`src/rtl/iqts_pkg.sv`:
```
// ----------------------------------------------------------------------------
// iqts_pkg
// Shared types and codes of the idempotent query transaction server.
// ----------------------------------------------------------------------------
`timescale 1ns / 1ps

package iqts_pkg;

  localparam int unsigned CFG_IDX_W = 2;

  typedef enum logic [1:0] {
    REQ_START   = 2'd0,
    REQ_GET     = 2'd1,
    REQ_UNKNOWN = 2'd2,
    REQ_POLL    = 2'd3
  } req_type_t;

  typedef enum logic [3:0] {
    ST_ACCEPTED    = 4'd0,
    ST_IN_PROGRESS = 4'd1,
    ST_COMPLETE    = 4'd2,
    ST_BUSY        = 4'd3,
    ST_NOT_SAFE    = 4'd4,
    ST_INVALID     = 4'd5,
    ST_NOT_FOUND   = 4'd6,
    ST_BAD_VERSION = 4'd7,
    ST_INTERNAL    = 4'd8
  } status_t;

  typedef enum logic [CFG_IDX_W-1:0] {
    CFG_EXPECTED_VERSION = 2'd0,
    CFG_REPLY_VERSION    = 2'd1,
    CFG_CONFIRM_VALUE    = 2'd2,
    CFG_UNUSED           = 2'd3
  } cfg_idx_t;

  // One transaction slot: owner node, request id, motor mask
  typedef struct packed {
    logic [6:0]  node;
    logic [15:0] req;
    logic [7:0]  mask;
  } slot_t;

  // One request beat as held in the input register
  typedef struct packed {
    logic [1:0]  req_type;
    logic [6:0]  source_node;
    logic [15:0] txn_id;
    logic [7:0]  motor_sel;
    logic [15:0] confirmation;
    logic [7:0]  version;
    logic        query_busy;
    logic        command_busy;
    logic        start_ok;
    logic        result_present;
    logic [47:0] result_masks;
    logic [7:0]  maint_code;
  } req_t;

  // One response beat as held in the result register
  typedef struct packed {
    status_t     status;
    logic [7:0]  resp_version;
    logic [15:0] echo_txn_id;
    slot_t       owner;
    logic [47:0] out_masks;
    logic [7:0]  out_maint;
    logic        start_issue;
  } rsp_t;

  // Transaction state seen by the decision logic
  typedef struct packed {
    logic        act_valid;
    slot_t       act;
    logic        done_valid;
    slot_t       done;
    logic        cache_valid;
    logic [47:0] cache_masks;
    logic [7:0]  cache_maint;
  } state_t;

  // Slot update commands from the decision logic
  typedef struct packed {
    logic start;    // load the active slot from the request
    logic retire;   // move active to completed, refill the cache
    logic present;  // cache takes the lower result on retire
  } upd_t;

  // Configuration register values
  typedef struct packed {
    logic [7:0]  expected_version;
    logic [7:0]  reply_version;
    logic [15:0] confirm_value;
  } cfg_t;

endpackage

```
`src/rtl/iqts_req_if.sv`:
```
// ----------------------------------------------------------------------------
// iqts_req_if
// Request channel: valid/ready handshake with the request fields.
// ----------------------------------------------------------------------------
`timescale 1ns / 1ps

interface iqts_req_if;
  logic        valid;
  logic        ready;
  logic [1:0]  req_type;
  logic [6:0]  source_node;
  logic [15:0] txn_id;
  logic [7:0]  motor_sel;
  logic [15:0] confirmation;
  logic [7:0]  version;
  logic        query_busy;
  logic        command_busy;
  logic        start_ok;
  logic        result_present;
  logic [47:0] result_masks;
  logic [7:0]  maint_code;

  modport source (
    output valid, req_type, source_node, txn_id, motor_sel, confirmation,
           version, query_busy, command_busy, start_ok, result_present,
           result_masks, maint_code,
    input  ready
  );

  modport sink (
    input  valid, req_type, source_node, txn_id, motor_sel, confirmation,
           version, query_busy, command_busy, start_ok, result_present,
           result_masks, maint_code,
    output ready
  );
endinterface

```
`src/rtl/iqts_rsp_if.sv`:
```
// ----------------------------------------------------------------------------
// iqts_rsp_if
// Response channel: valid/ready handshake with the response fields.
// ----------------------------------------------------------------------------
`timescale 1ns / 1ps

interface iqts_rsp_if;
  logic        valid;
  logic        ready;
  logic [3:0]  status;
  logic [7:0]  resp_version;
  logic [15:0] echo_txn_id;
  logic [6:0]  owner_node;
  logic [15:0] owner_txn_id;
  logic [7:0]  owner_mask;
  logic [47:0] out_masks;
  logic [7:0]  out_maint;
  logic        start_issue;

  modport source (
    output valid, status, resp_version, echo_txn_id, owner_node,
           owner_txn_id, owner_mask, out_masks, out_maint, start_issue,
    input  ready
  );

  modport sink (
    input  valid, status, resp_version, echo_txn_id, owner_node,
           owner_txn_id, owner_mask, out_masks, out_maint, start_issue,
    output ready
  );
endinterface

```
`src/rtl/iqts_cfg_if.sv`:
```
// ----------------------------------------------------------------------------
// iqts_cfg_if
// Configuration write channel: valid/ready with register index and data.
// ----------------------------------------------------------------------------
`timescale 1ns / 1ps

interface iqts_cfg_if;
  logic        valid;
  logic        ready;
  logic [1:0]  index;
  logic [15:0] data;

  modport source (output valid, index, data, input ready);
  modport sink   (input valid, index, data, output ready);
endinterface

```
`src/rtl/iqts_decide.sv`:
```
// ----------------------------------------------------------------------------
// iqts_decide
// Combinational decision logic: classifies one request against the slots.
// ----------------------------------------------------------------------------
`timescale 1ns / 1ps

module iqts_decide (
  input  iqts_pkg::req_t   req,
  input  iqts_pkg::state_t st,
  input  iqts_pkg::cfg_t   cfg,
  output iqts_pkg::rsp_t   rsp,
  output logic             has_rsp,
  output iqts_pkg::upd_t   upd
);

  logic               match_act;
  logic               match_done;
  iqts_pkg::status_t  cached_status;
  logic [47:0]        cached_masks;
  logic [7:0]         cached_maint;
  iqts_pkg::slot_t    req_slot;

  assign req_slot.node = req.source_node;
  assign req_slot.req  = req.txn_id;
  assign req_slot.mask = req.motor_sel;

  assign match_act  = st.act_valid && (st.act.node == req.source_node) &&
                      (st.act.req == req.txn_id);
  assign match_done = st.done_valid && (st.done.node == req.source_node) &&
                      (st.done.req == req.txn_id);

  // Report the cached result of the completed slot
  always_comb begin
    if (!st.cache_valid) begin
      cached_status = iqts_pkg::ST_INTERNAL;
      cached_masks  = '0;
      cached_maint  = '0;
    end else begin
      cached_status = (st.cache_maint == 8'd0) ? iqts_pkg::ST_COMPLETE
                                               : iqts_pkg::ST_INTERNAL;
      cached_masks  = st.cache_masks;
      cached_maint  = st.cache_maint;
    end
  end

  assign has_rsp = (req.req_type != iqts_pkg::REQ_POLL);

  always_comb begin
    rsp                 = '0;
    upd                 = '0;
    rsp.status          = iqts_pkg::ST_ACCEPTED;
    rsp.resp_version    = cfg.reply_version;
    rsp.echo_txn_id     = req.txn_id;
    if (st.act_valid) begin
      rsp.owner = st.act;
    end else if (st.done_valid) begin
      rsp.owner = st.done;
    end

    if (req.req_type == iqts_pkg::REQ_POLL) begin
      upd.retire  = st.act_valid && !req.query_busy;
      upd.present = req.result_present;
    end else if (req.version != cfg.expected_version) begin
      rsp.status = iqts_pkg::ST_BAD_VERSION;
    end else if (req.req_type == iqts_pkg::REQ_START) begin
      if (req.motor_sel == 8'd0 || req.confirmation != cfg.confirm_value) begin
        rsp.status = iqts_pkg::ST_INVALID;
      end else if (match_act) begin
        rsp.owner  = st.act;
        rsp.status = (st.act.mask == req.motor_sel) ? iqts_pkg::ST_IN_PROGRESS
                                                    : iqts_pkg::ST_INVALID;
      end else if (match_done) begin
        rsp.owner = st.done;
        if (st.done.mask != req.motor_sel) begin
          rsp.status = iqts_pkg::ST_INVALID;
        end else begin
          rsp.status    = cached_status;
          rsp.out_masks = cached_masks;
          rsp.out_maint = cached_maint;
        end
      end else if (st.act_valid || req.query_busy) begin
        rsp.status = iqts_pkg::ST_BUSY;
      end else if (req.command_busy || !req.start_ok) begin
        rsp.status = iqts_pkg::ST_NOT_SAFE;
      end else begin
        upd.start       = 1'b1;
        rsp.owner       = req_slot;
        rsp.start_issue = 1'b1;
        rsp.status      = iqts_pkg::ST_ACCEPTED;
      end
    end else if (req.req_type == iqts_pkg::REQ_GET) begin
      if (match_act) begin
        rsp.owner  = st.act;
        rsp.status = iqts_pkg::ST_IN_PROGRESS;
      end else if (match_done) begin
        rsp.owner     = st.done;
        rsp.status    = cached_status;
        rsp.out_masks = cached_masks;
        rsp.out_maint = cached_maint;
      end else begin
        rsp.status = iqts_pkg::ST_NOT_FOUND;
      end
    end else begin
      rsp.status = iqts_pkg::ST_INVALID;
    end
  end

endmodule

```
`src/rtl/iqts_slots.sv`:
```
// ----------------------------------------------------------------------------
// iqts_slots
// Active slot, completed slot and cached final result registers.
// ----------------------------------------------------------------------------
`timescale 1ns / 1ps

module iqts_slots (
  input  logic             clk,
  input  logic             rst_n,
  input  logic             fire,
  input  iqts_pkg::upd_t   upd,
  input  iqts_pkg::slot_t  new_slot,
  input  logic [47:0]      new_masks,
  input  logic [7:0]       new_maint,
  output iqts_pkg::state_t st
);

  logic            act_valid_r;
  iqts_pkg::slot_t act_r;
  logic            done_valid_r;
  iqts_pkg::slot_t done_r;
  logic            cache_valid_r;
  logic [47:0]     cache_masks_r;
  logic [7:0]      cache_maint_r;

  // Valid flags gate every read of the slot payload, so only they reset
  always_ff @(posedge clk) begin
    if (!rst_n) begin
      act_valid_r   <= 1'b0;
      done_valid_r  <= 1'b0;
      cache_valid_r <= 1'b0;
    end else if (fire) begin
      if (upd.start) begin
        act_valid_r <= 1'b1;
      end else if (upd.retire) begin
        act_valid_r   <= 1'b0;
        done_valid_r  <= 1'b1;
        cache_valid_r <= upd.present;
      end
    end
  end

  always_ff @(posedge clk) begin
    if (fire && upd.start) begin
      act_r <= new_slot;
    end
    if (fire && upd.retire) begin
      done_r        <= act_r;
      cache_masks_r <= upd.present ? new_masks : 48'd0;
      cache_maint_r <= upd.present ? new_maint : 8'd0;
    end
  end

  assign st.act_valid   = act_valid_r;
  assign st.act         = act_r;
  assign st.done_valid  = done_valid_r;
  assign st.done        = done_r;
  assign st.cache_valid = cache_valid_r;
  assign st.cache_masks = cache_masks_r;
  assign st.cache_maint = cache_maint_r;

endmodule

```
`src/rtl/idempotent_query_transaction_server.sv`:
```
// ----------------------------------------------------------------------------
// idempotent_query_transaction_server
// Server side of an idempotent start/get-result query service. Each request
// beat is captured in an input register, decided combinationally against the
// active slot, the completed slot and the cached result, and its response is
// written to a result register. One request beat is accepted every cycle while
// the result register is not stalled. A poll tick passes through the input
// register, may retire the active slot into the completed slot with the
// lower engine's result, and yields no response beat. The input register
// moves on while the result register is free or being taken, so a stalled
// response holds at most one request behind it. Configuration writes are
// taken in any cycle and must only be issued while the block is idle.
// ----------------------------------------------------------------------------
`timescale 1ns / 1ps

module idempotent_query_transaction_server (
  input  logic        clk,
  input  logic        rst_n,
  iqts_req_if.sink    in_ch,
  iqts_rsp_if.source  out_ch,
  iqts_cfg_if.sink    cfg_ch
);

  // Configuration registers
  iqts_pkg::cfg_t   cfg_r;

  // Input register stage
  logic             s1_valid_r;
  iqts_pkg::req_t   s1_req_r;
  logic             s1_go;
  logic             in_fire;

  // Decision results
  iqts_pkg::rsp_t   rsp;
  logic             has_rsp;
  iqts_pkg::upd_t   upd;
  iqts_pkg::state_t st;

  // Result register stage
  logic             out_valid_r;
  logic             out_valid_nxt;
  iqts_pkg::rsp_t   out_r;

  // --------------------------------------------------------------------------
  // Configuration port: always ready, drop writes beyond the register list
  // --------------------------------------------------------------------------
  assign cfg_ch.ready = 1'b1;

  always_ff @(posedge clk) begin
    if (!rst_n) begin
      cfg_r <= '0;
    end else if (cfg_ch.valid) begin
      case (iqts_pkg::cfg_idx_t'(cfg_ch.index))
        iqts_pkg::CFG_EXPECTED_VERSION: cfg_r.expected_version <= cfg_ch.data[7:0];
        iqts_pkg::CFG_REPLY_VERSION:    cfg_r.reply_version    <= cfg_ch.data[7:0];
        iqts_pkg::CFG_CONFIRM_VALUE:    cfg_r.confirm_value    <= cfg_ch.data;
        default: ;
      endcase
    end
  end

  // --------------------------------------------------------------------------
  // Input register: advance when the beat is a poll or the result register
  // frees up this cycle
  // --------------------------------------------------------------------------
  assign s1_go       = s1_valid_r && (!has_rsp || !out_valid_r || out_ch.ready);
  assign in_ch.ready = !s1_valid_r || s1_go;
  assign in_fire     = in_ch.valid && in_ch.ready;

  always_ff @(posedge clk) begin
    if (!rst_n) begin
      s1_valid_r <= 1'b0;
    end else if (in_ch.ready) begin
      s1_valid_r <= in_ch.valid;
    end
  end

  always_ff @(posedge clk) begin
    if (in_fire) begin
      s1_req_r.req_type       <= in_ch.req_type;
      s1_req_r.source_node    <= in_ch.source_node;
      s1_req_r.txn_id         <= in_ch.txn_id;
      s1_req_r.motor_sel      <= in_ch.motor_sel;
      s1_req_r.confirmation   <= in_ch.confirmation;
      s1_req_r.version        <= in_ch.version;
      s1_req_r.query_busy     <= in_ch.query_busy;
      s1_req_r.command_busy   <= in_ch.command_busy;
      s1_req_r.start_ok       <= in_ch.start_ok;
      s1_req_r.result_present <= in_ch.result_present;
      s1_req_r.result_masks   <= in_ch.result_masks;
      s1_req_r.maint_code     <= in_ch.maint_code;
    end
  end

  // --------------------------------------------------------------------------
  // Decision and slot state: the slots update on the edge the beat leaves
  // the input register, so the next beat sees them
  // --------------------------------------------------------------------------
  iqts_decide u_decide (
    .req     (s1_req_r),
    .st      (st),
    .cfg     (cfg_r),
    .rsp     (rsp),
    .has_rsp (has_rsp),
    .upd     (upd)
  );

  iqts_slots u_slots (
    .clk       (clk),
    .rst_n     (rst_n),
    .fire      (s1_go),
    .upd       (upd),
    .new_slot  (rsp.owner),
    .new_masks (s1_req_r.result_masks),
    .new_maint (s1_req_r.maint_code),
    .st        (st)
  );

  // --------------------------------------------------------------------------
  // Result register: hold while stalled, load a response beat on advance
  // --------------------------------------------------------------------------
  assign out_valid_nxt = (out_valid_r && !out_ch.ready) || (s1_go && has_rsp);

  always_ff @(posedge clk) begin
    if (!rst_n) begin
      out_valid_r <= 1'b0;
    end else begin
      out_valid_r <= out_valid_nxt;
    end
  end

  always_ff @(posedge clk) begin
    if (s1_go && has_rsp) begin
      out_r <= rsp;
    end
  end

  assign out_ch.valid        = out_valid_r;
  assign out_ch.status       = out_r.status;
  assign out_ch.resp_version = out_r.resp_version;
  assign out_ch.echo_txn_id  = out_r.echo_txn_id;
  assign out_ch.owner_node   = out_r.owner.node;
  assign out_ch.owner_txn_id = out_r.owner.req;
  assign out_ch.owner_mask   = out_r.owner.mask;
  assign out_ch.out_masks    = out_r.out_masks;
  assign out_ch.out_maint    = out_r.out_maint;
  assign out_ch.start_issue  = out_r.start_issue;

  // --------------------------------------------------------------------------
  // Assertions
  // --------------------------------------------------------------------------

  // An issued start is reported as accepted
  a_issue_accepted : assert property (@(posedge clk) disable iff (!rst_n)
    out_valid_r && out_r.start_issue |-> out_r.status == iqts_pkg::ST_ACCEPTED)
    else $error("start issued without accepted status");

  // An accepted start leaves the active slot occupied
  a_start_loads_act : assert property (@(posedge clk) disable iff (!rst_n)
    s1_go && upd.start |=> st.act_valid)
    else $error("active slot not loaded after start");

  // A complete status carries a zero maintenance code
  a_complete_clean : assert property (@(posedge clk) disable iff (!rst_n)
    out_valid_r && out_r.status == iqts_pkg::ST_COMPLETE |-> out_r.out_maint == 8'd0)
    else $error("complete status with maintenance code");

  // A poll tick never produces a response beat
  a_poll_silent : assert property (@(posedge clk) disable iff (!rst_n)
    s1_go && !has_rsp && (!out_valid_r || out_ch.ready) |=> !out_valid_r)
    else $error("poll tick produced a response");

  // A retire empties the active slot and fills the completed slot
  a_retire_moves : assert property (@(posedge clk) disable iff (!rst_n)
    s1_go && upd.retire |=> !st.act_valid && st.done_valid)
    else $error("retire did not move the active slot");

endmodule

```
`src/flat_wrapper.sv`:
```
// flat-port wrapper written by rule: the top's interface ports become plain ports
module idempotent_query_transaction_server_flat 
  (clk, rst_n, in_ch_valid, in_ch_req_type, in_ch_source_node, in_ch_txn_id, in_ch_motor_sel, in_ch_confirmation, in_ch_version, in_ch_query_busy, in_ch_command_busy, in_ch_start_ok, in_ch_result_present, in_ch_result_masks, in_ch_maint_code, in_ch_ready, out_ch_valid, out_ch_status, out_ch_resp_version, out_ch_echo_txn_id, out_ch_owner_node, out_ch_owner_txn_id, out_ch_owner_mask, out_ch_out_masks, out_ch_out_maint, out_ch_start_issue, out_ch_ready, cfg_ch_valid, cfg_ch_index, cfg_ch_data, cfg_ch_ready);
  iqts_req_if in_ch_i ();
  iqts_rsp_if out_ch_i ();
  iqts_cfg_if cfg_ch_i ();
  input  logic clk;
  input  logic rst_n;
  input wire logic [$bits(in_ch_i.valid)-1:0] in_ch_valid;
  input wire logic [$bits(in_ch_i.req_type)-1:0] in_ch_req_type;
  input wire logic [$bits(in_ch_i.source_node)-1:0] in_ch_source_node;
  input wire logic [$bits(in_ch_i.txn_id)-1:0] in_ch_txn_id;
  input wire logic [$bits(in_ch_i.motor_sel)-1:0] in_ch_motor_sel;
  input wire logic [$bits(in_ch_i.confirmation)-1:0] in_ch_confirmation;
  input wire logic [$bits(in_ch_i.version)-1:0] in_ch_version;
  input wire logic [$bits(in_ch_i.query_busy)-1:0] in_ch_query_busy;
  input wire logic [$bits(in_ch_i.command_busy)-1:0] in_ch_command_busy;
  input wire logic [$bits(in_ch_i.start_ok)-1:0] in_ch_start_ok;
  input wire logic [$bits(in_ch_i.result_present)-1:0] in_ch_result_present;
  input wire logic [$bits(in_ch_i.result_masks)-1:0] in_ch_result_masks;
  input wire logic [$bits(in_ch_i.maint_code)-1:0] in_ch_maint_code;
  output wire logic [$bits(in_ch_i.ready)-1:0] in_ch_ready;
  output wire logic [$bits(out_ch_i.valid)-1:0] out_ch_valid;
  output wire logic [$bits(out_ch_i.status)-1:0] out_ch_status;
  output wire logic [$bits(out_ch_i.resp_version)-1:0] out_ch_resp_version;
  output wire logic [$bits(out_ch_i.echo_txn_id)-1:0] out_ch_echo_txn_id;
  output wire logic [$bits(out_ch_i.owner_node)-1:0] out_ch_owner_node;
  output wire logic [$bits(out_ch_i.owner_txn_id)-1:0] out_ch_owner_txn_id;
  output wire logic [$bits(out_ch_i.owner_mask)-1:0] out_ch_owner_mask;
  output wire logic [$bits(out_ch_i.out_masks)-1:0] out_ch_out_masks;
  output wire logic [$bits(out_ch_i.out_maint)-1:0] out_ch_out_maint;
  output wire logic [$bits(out_ch_i.start_issue)-1:0] out_ch_start_issue;
  input wire logic [$bits(out_ch_i.ready)-1:0] out_ch_ready;
  input wire logic [$bits(cfg_ch_i.valid)-1:0] cfg_ch_valid;
  input wire logic [$bits(cfg_ch_i.index)-1:0] cfg_ch_index;
  input wire logic [$bits(cfg_ch_i.data)-1:0] cfg_ch_data;
  output wire logic [$bits(cfg_ch_i.ready)-1:0] cfg_ch_ready;
  assign in_ch_i.valid = in_ch_valid;
  assign in_ch_i.req_type = in_ch_req_type;
  assign in_ch_i.source_node = in_ch_source_node;
  assign in_ch_i.txn_id = in_ch_txn_id;
  assign in_ch_i.motor_sel = in_ch_motor_sel;
  assign in_ch_i.confirmation = in_ch_confirmation;
  assign in_ch_i.version = in_ch_version;
  assign in_ch_i.query_busy = in_ch_query_busy;
  assign in_ch_i.command_busy = in_ch_command_busy;
  assign in_ch_i.start_ok = in_ch_start_ok;
  assign in_ch_i.result_present = in_ch_result_present;
  assign in_ch_i.result_masks = in_ch_result_masks;
  assign in_ch_i.maint_code = in_ch_maint_code;
  assign in_ch_ready = in_ch_i.ready;
  assign out_ch_valid = out_ch_i.valid;
  assign out_ch_status = out_ch_i.status;
  assign out_ch_resp_version = out_ch_i.resp_version;
  assign out_ch_echo_txn_id = out_ch_i.echo_txn_id;
  assign out_ch_owner_node = out_ch_i.owner_node;
  assign out_ch_owner_txn_id = out_ch_i.owner_txn_id;
  assign out_ch_owner_mask = out_ch_i.owner_mask;
  assign out_ch_out_masks = out_ch_i.out_masks;
  assign out_ch_out_maint = out_ch_i.out_maint;
  assign out_ch_start_issue = out_ch_i.start_issue;
  assign out_ch_i.ready = out_ch_ready;
  assign cfg_ch_i.valid = cfg_ch_valid;
  assign cfg_ch_i.index = cfg_ch_index;
  assign cfg_ch_i.data = cfg_ch_data;
  assign cfg_ch_ready = cfg_ch_i.ready;
  idempotent_query_transaction_server u_core (.clk(clk), .rst_n(rst_n), .in_ch(in_ch_i), .out_ch(out_ch_i), .cfg_ch(cfg_ch_i));
endmodule
```
`config.mk`:
```
export PLATFORM = sky130hd
export DESIGN_NAME = idempotent_query_transaction_server_flat
export DESIGN_NICKNAME = d
export VERILOG_FILES = /design/src/rtl/iqts_pkg.sv /design/src/rtl/iqts_req_if.sv /design/src/rtl/iqts_rsp_if.sv /design/src/rtl/iqts_cfg_if.sv /design/src/rtl/iqts_decide.sv /design/src/rtl/iqts_slots.sv /design/src/rtl/idempotent_query_transaction_server.sv /design/src/flat_wrapper.sv
export SDC_FILE = /design/constraint.sdc
export NUM_CORES = 1
export LEC_CHECK = 0
export BUFFER_PORTS_ARGS = -buffer_cell sky130_fd_sc_hd__buf_4
export CAP_MARGIN = 0
export CORE_ASPECT_RATIO = 1.25
export CORE_MARGIN = 2
export CORE_UTILIZATION = 57
export CTS_CLUSTER_SIZE = 16
export DETAILED_ROUTE_END_ITERATION = 10
export PLACE_DENSITY_LB_ADDON = 0.2
export REMOVE_ABC_BUFFERS = 1
export SETUP_SLACK_MARGIN = 0.5
export SYNTH_ARGS = -nofsm -noshare
export SYNTH_HDL_FRONTEND = slang
export SYNTH_SLANG_ARGS = --single-unit
```
`constraint.sdc`:
```
create_clock -name clk -period 9 [get_ports clk]
set_input_delay 1.35 -clock clk [delete_from_list [all_inputs] [get_ports clk]]
set_output_delay 1.35 -clock clk [all_outputs]
set_load 0.01 [all_outputs]
```
==> flow_summary.rst <==
.. list-table::
   :header-rows: 1

   * - Metric
     - Value
   * - Drt via density
     - about 6.0
   * - Post-CTS setup buffer count
     - 0
   * - Internal power
     - 0.00294 W
   * - Place WS
     - around 5.2 ns
   * - Setup repair after global routing missed its margin
     - false
   * - Maximum net fanout on the critical path
     - 40
   * - Count of final hold-check violations
     - 0
   * - Worst setup SP type
     - register
   * - Clock tree from TritonCTS
     - done
   * - Post-synthesis share of cell area spent on xor and xnor gates
     - about 4.7%
   * - Critical hold path startpoint
     - u_core.cfg_r[18]
   * - Pins over their slew limit
     - 0
   * - Reg2reg end
     - u_core.u_slots.st[94]
   * - Clock Sinks
     - about 390
   * - Main combinational cell family by area after synthesis
     - simple AND/OR/NAND/NOR gates
   * - Async SR Flop Fraction
     - 0%
   * - Die W
     - 154 um
   * - Number of cell instances on the worst register-to-register path
     - 6
   * - Reg2reg start
     - u_core.s1_req_r[106]
   * - Tightest Pin Transition
     - 1.20 ns
   * - Clock Pin Slew Worst Setup and Hold Paths
     - roughly 0.060 ns
   * - Number of violations of the max-capacitance limit
     - 0
   * - Synthesized-area fraction occupied by adder cells
     - 0%
   * - GRT Total Usage
     - 25.2%
   * - Placed instance count
     - ~1700
   * - Class of the most critical hold timing path
     - reg2reg
   * - Initial cell density of the core
     - roughly three fifths
   * - Number of port buffers
     - roughly 260
   * - Final period util
     - a little over two fifths
   * - Fillers
     - a little under 2000
   * - Number of DRC markers in iteration 0
     - 830
   * - Layout Area Growth over Synthesis
     - 21.1%
   * - Post-synthesis area per instance
     - between 10 and 15 sq um
   * - Synth Cell Area
     - 16100 sq um
   * - TritonCTS Buffers
     - 38
   * - Met2 Use GR
     - between 40% and 50%
   * - Fin util
     - 70.4%
   * - Total power per unit cell area
     - 190 nW/um^2
   * - Peak Freq
     - roughly 0.25 GHz
   * - Number of vias after detailed routing
     - 10400
   * - Standard cell core area
     - ~28000 sq um
   * - Share of synthesized area occupied by flip-flops and latches
     - roughly 70%
   * - Portion of synthesized cell area occupied by the leading cell type
     - 65.4%
   * - Compound-Gate Fraction of Synth Area
     - 9.20%
   * - Final Wtd Congestion
     - between 0.8 and 0.9
   * - Leakage power total
     - ~7.1 nW
   * - First-pass GRT wire length
     - 57.3 mm
   * - Met1 Resource Use GR
     - 30.8%
   * - Nets
     - ~1500
   * - Post-cts hold buffer count
     - 0
   * - Count of cells along the worst hold path
     - 0
   * - Critical path class
     - reg2reg
   * - Final setup violation count
     - 0
   * - Post-Layout Cell Count
     - 1756
   * - ANT cells
     - 0
   * - Insertion delay to the later sink of the worst-skew pair
     - around 0.53 ns
   * - Net switching fraction of the power
     - ~21%
   * - Most common cell in the netlist
     - sky130_fd_sc_hd__edfxtp_1
   * - Post-Synth Simple-Gate Area
     - between 10% and 20%
   * - Number of H-tree branching levels
     - 2
   * - Aggregate routed wire length
     - 37.8 mm
   * - Remaining routing DRC violations
     - 0
   * - Synth warnings
     - 0
   * - Crit path time final
     - 3.93 ns
   * - Count of antenna-violating nets left after detailed routing
     - 0
   * - Die height
     - 192 um
   * - Full die area
     - approximately 30000 sq um
   * - Number of antenna violations at the first check in global routing
     - 0
   * - Root buffer selected by CTS
     - sky130_fd_sc_hd__clkbuf_16
   * - Proportion of layout cells with a drive suffix above 1
     - 26.6%
   * - Synthesized instance count
     - between 1000 and 1500
   * - Std cell rows
     - 68
   * - Per-cell routed wire length
     - 21.5 um
   * - Relative contribution of the clock network to total power
     - between 30% and 40%
   * - Detailed-placement wirelength estimate
     - 24.3 mm
   * - Largest voltage drop on the vdd net
     - a little under 0.0002 V
   * - Total net switching power
     - 0.000769 W
   * - Most instantiated flip-flop cell in the synthesis netlist
     - sky130_fd_sc_hd__edfxtp_1
   * - Internal reg-to-reg setup slack
     - a little over 5 ns
   * - Worst max-slew margin expressed relative to the limit
     - between 10% and 20%
   * - Resized Gates After CTS
     - 0
   * - Power share of the sequential group
     - between 50% and 60%
   * - Minimum hold slack
     - approximately 0.43 ns
   * - Crit path required time
     - 9.13 ns
   * - Peak-usage layer in the global routing report
     - met2
   * - Leading cell types by count after synthesis
     - sky130_fd_sc_hd__edfxtp_1 (351), sky130_fd_sc_hd__and2_1 (114), sky130_fd_sc_hd__xnor2_1 (74)
   * - Post-synthesis mux area share
     - roughly 1.1%
   * - Data arrival time of the critical path
     - 4.06 ns
   * - Worst setup margin
     - between 5 and 6 ns
   * - Grt total ovfl
     - 0
   * - Run status
     - finished clean
   * - Fraction of power consumed by combinational cells
     - under 10%
   * - Category of the worst setup path capture point
     - register
   * - Main area contributors after synthesis
     - sky130_fd_sc_hd__edfxtp_1 (65%), sky130_fd_sc_hd__dfxtp_1 (4.6%), sky130_fd_sc_hd__and2_1 (4.4%), sky130_fd_sc_hd__xnor2_1 (4.0%), sky130_fd_sc_hd__o211ai_1 (1.4%)
   * - Distinct cell type count after synthesis
     - 59
   * - Largest net degree at the start of global routing
     - 73
   * - Setup skew after layout
     - ~0.019 ns
   * - Via count of the first global-routing pass
     - about 10000
   * - Number of synthesized register bits
     - approximately 390
   * - Number of enable-type register cells in the synthesized netlist
     - 351
   * - Deepest clock path buffer count
     - 3
   * - Number of top-level pins
     - 259
   * - Total iterations of the first detailed-routing run
     - 5
   * - Met3 Usage GRT
     - approximately 6.6%
   * - Post-route setup TNS
     - 0 ns
   * - Hold Path End
     - u_core.out_ch.resp_version[2]
   * - Cell type with the largest total area after synthesis
     - sky130_fd_sc_hd__edfxtp_1
[placed cells by master (no fill, tap or decap), types with 2 or more instances in the layout]
cell | synthesis | final
sky130_fd_sc_hd__edfxtp_1 | 351 | 351
sky130_fd_sc_hd__buf_4 | 1 | 277
sky130_fd_sc_hd__and2_1 | 114 | 114
sky130_fd_sc_hd__xnor2_1 | 74 | 74
sky130_fd_sc_hd__nand2_1 | 42 | 42
sky130_fd_sc_hd__nand3_1 | 39 | 39
sky130_fd_sc_hd__clkbuf_16 | 0 | 39
sky130_fd_sc_hd__a21oi_1 | 38 | 38
sky130_fd_sc_hd__dfxtp_1 | 37 | 36
sky130_fd_sc_hd__nand4_1 | 34 | 34
sky130_fd_sc_hd__o211ai_1 | 29 | 29
sky130_fd_sc_hd__nor2_1 | 29 | 28
sky130_fd_sc_hd__nor4_1 | 28 | 26
sky130_fd_sc_hd__o21ai_0 | 22 | 21
sky130_fd_sc_hd__nor2b_1 | 21 | 20
sky130_fd_sc_hd__a22oi_1 | 19 | 19
sky130_fd_sc_hd__inv_1 | 18 | 18
sky130_fd_sc_hd__a21boi_0 | 18 | 18
sky130_fd_sc_hd__a211o_1 | 17 | 17
sky130_fd_sc_hd__mux2i_1 | 17 | 17
sky130_fd_sc_hd__o2111a_1 | 12 | 12
sky130_fd_sc_hd__xor2_1 | 12 | 12
sky130_fd_sc_hd__and3_2 | 9 | 11
sky130_fd_sc_hd__o211ai_2 | 10 | 10
sky130_fd_sc_hd__a22o_2 | 8 | 8
sky130_fd_sc_hd__clkinv_2 | 0 | 8
sky130_fd_sc_hd__clkbuf_1 | 53 | 8
sky130_fd_sc_hd__nor3_1 | 8 | 7
sky130_fd_sc_hd__or4_1 | 7 | 7
sky130_fd_sc_hd__clkinv_1 | 0 | 6
sky130_fd_sc_hd__a22o_1 | 5 | 5
sky130_fd_sc_hd__or2_2 | 4 | 4
sky130_fd_sc_hd__o2111ai_1 | 4 | 4
sky130_fd_sc_hd__and3_1 | 6 | 4
sky130_fd_sc_hd__a21o_1 | 2 | 2
sky130_fd_sc_hd__nor2_4 | 1 | 2
sky130_fd_sc_hd__nor4_2 | 0 | 2
sky130_fd_sc_hd__nand3b_1 | 2 | 2
sky130_fd_sc_hd__a31oi_1 | 3 | 2
sky130_fd_sc_hd__nand4b_1 | 2 | 2
[sequential cells by signal, indices dropped and copies added, names as in the netlist, 7 cells and up]
name                          count
u_core.out_ch.out_masks          48
u_core.u_slots.cache_masks_r     48
u_core.out_ch.owner_txn_id       16
u_core.u_slots.st                62
u_core.s1_req_r                 117
u_core.out_ch.echo_txn_id        16
u_core.out_ch.out_maint           8
u_core.out_ch.owner_node          7
u_core.out_ch.resp_version        8
u_core.u_slots.cache_maint_r      8
u_core.out_ch.owner_mask          8
u_core.cfg_r                     32
[cell families (layout without fill, tap and decap cells)]
family / Yosys count / count (layout)
other: 1 / 1
buffers and inverters: 87 / 362
muxes: 17 / 17
AOI/OAI and AO/OA: 197 / 197
DFF: 388 / 388
and+or+nand+nor: 355 / 355
xor gates and xnor gates: 86 / 86
[critical path: stages (launching register included)]
cell,delay (ns)
sky130_fd_sc_hd__edfxtp_1,0.47
sky130_fd_sc_hd__xnor2_1,0.35
sky130_fd_sc_hd__nand4_1,0.19
sky130_fd_sc_hd__or4_1,0.88
sky130_fd_sc_hd__nor2_4,0.85
sky130_fd_sc_hd__nor4_1,0.18
sky130_fd_sc_hd__and3_2,0.59
[per-layer routing]
metal  wire (um)  share of wire, %
met5           0                 0
met4        1620               4.3
met3        3780                10
met2       18700                49
met1       13700                36
[stage by stage]
stage                     total power (W)  area [sq um]
after global routing              0.00381         19500
after floorplan                   0.00216         15800
after CTS                         0.00373         19500
after global placement            0.00226         18400
final                             0.00371         19500
after detailed placement          0.00227         18400
[power by group through the flow]
stage / registers [W] / logic (W) / clock network (W)
final: 0.00204 / 0.000185 / 0.00148
after global routing: 0.00205 / 0.000199 / 0.00157
after CTS: 0.00204 / 0.000187 / 0.00150
after detailed placement: 0.00208 / 0.000186 / 0
after global placement: 0.00208 / 0.000183 / 0
after floorplan: 0.00209 / 0.0000681 / 0
[cell type report]
| class | count | area [sq um] | share of cell area [%] |
|---|---|---|---|
| inverter | 18 | 67.6 | 0.346 |
| clock buffer | 48 | 1020 | 5.22 |
| clock inverter | 19 | 124 | 0.634 |
| multi-input combinational | 656 | 4510 | 23.1 |
| timing repair buffer | 277 | 2080 | 10.7 |
| sequential | 388 | 11300 | 57.8 |
| tap | 350 | 438 | 2.24 |
[worst max-delay path by stage]
stage | startpoint | endpoint | slack [ns] | depth (start not counted)
floorplan | out_ch_ready | u_core.s1_req_r[0] | 1.05 | 2
global placement | u_core.s1_req_r[106] | u_core.u_slots.st[95] | 5.26 | 6
detailed placement | u_core.s1_req_r[106] | u_core.u_slots.st[89] | 5.16 | 6
CTS | u_core.s1_req_r[106] | u_core.u_slots.st[94] | 5.09 | 6
global route | u_core.s1_req_r[106] | u_core.u_slots.st[107] | 4.91 | 6
finish | u_core.s1_req_r[106] | u_core.u_slots.st[94] | 5.07 | 6
Note: power is estimated with default switching activity, not from simulation.
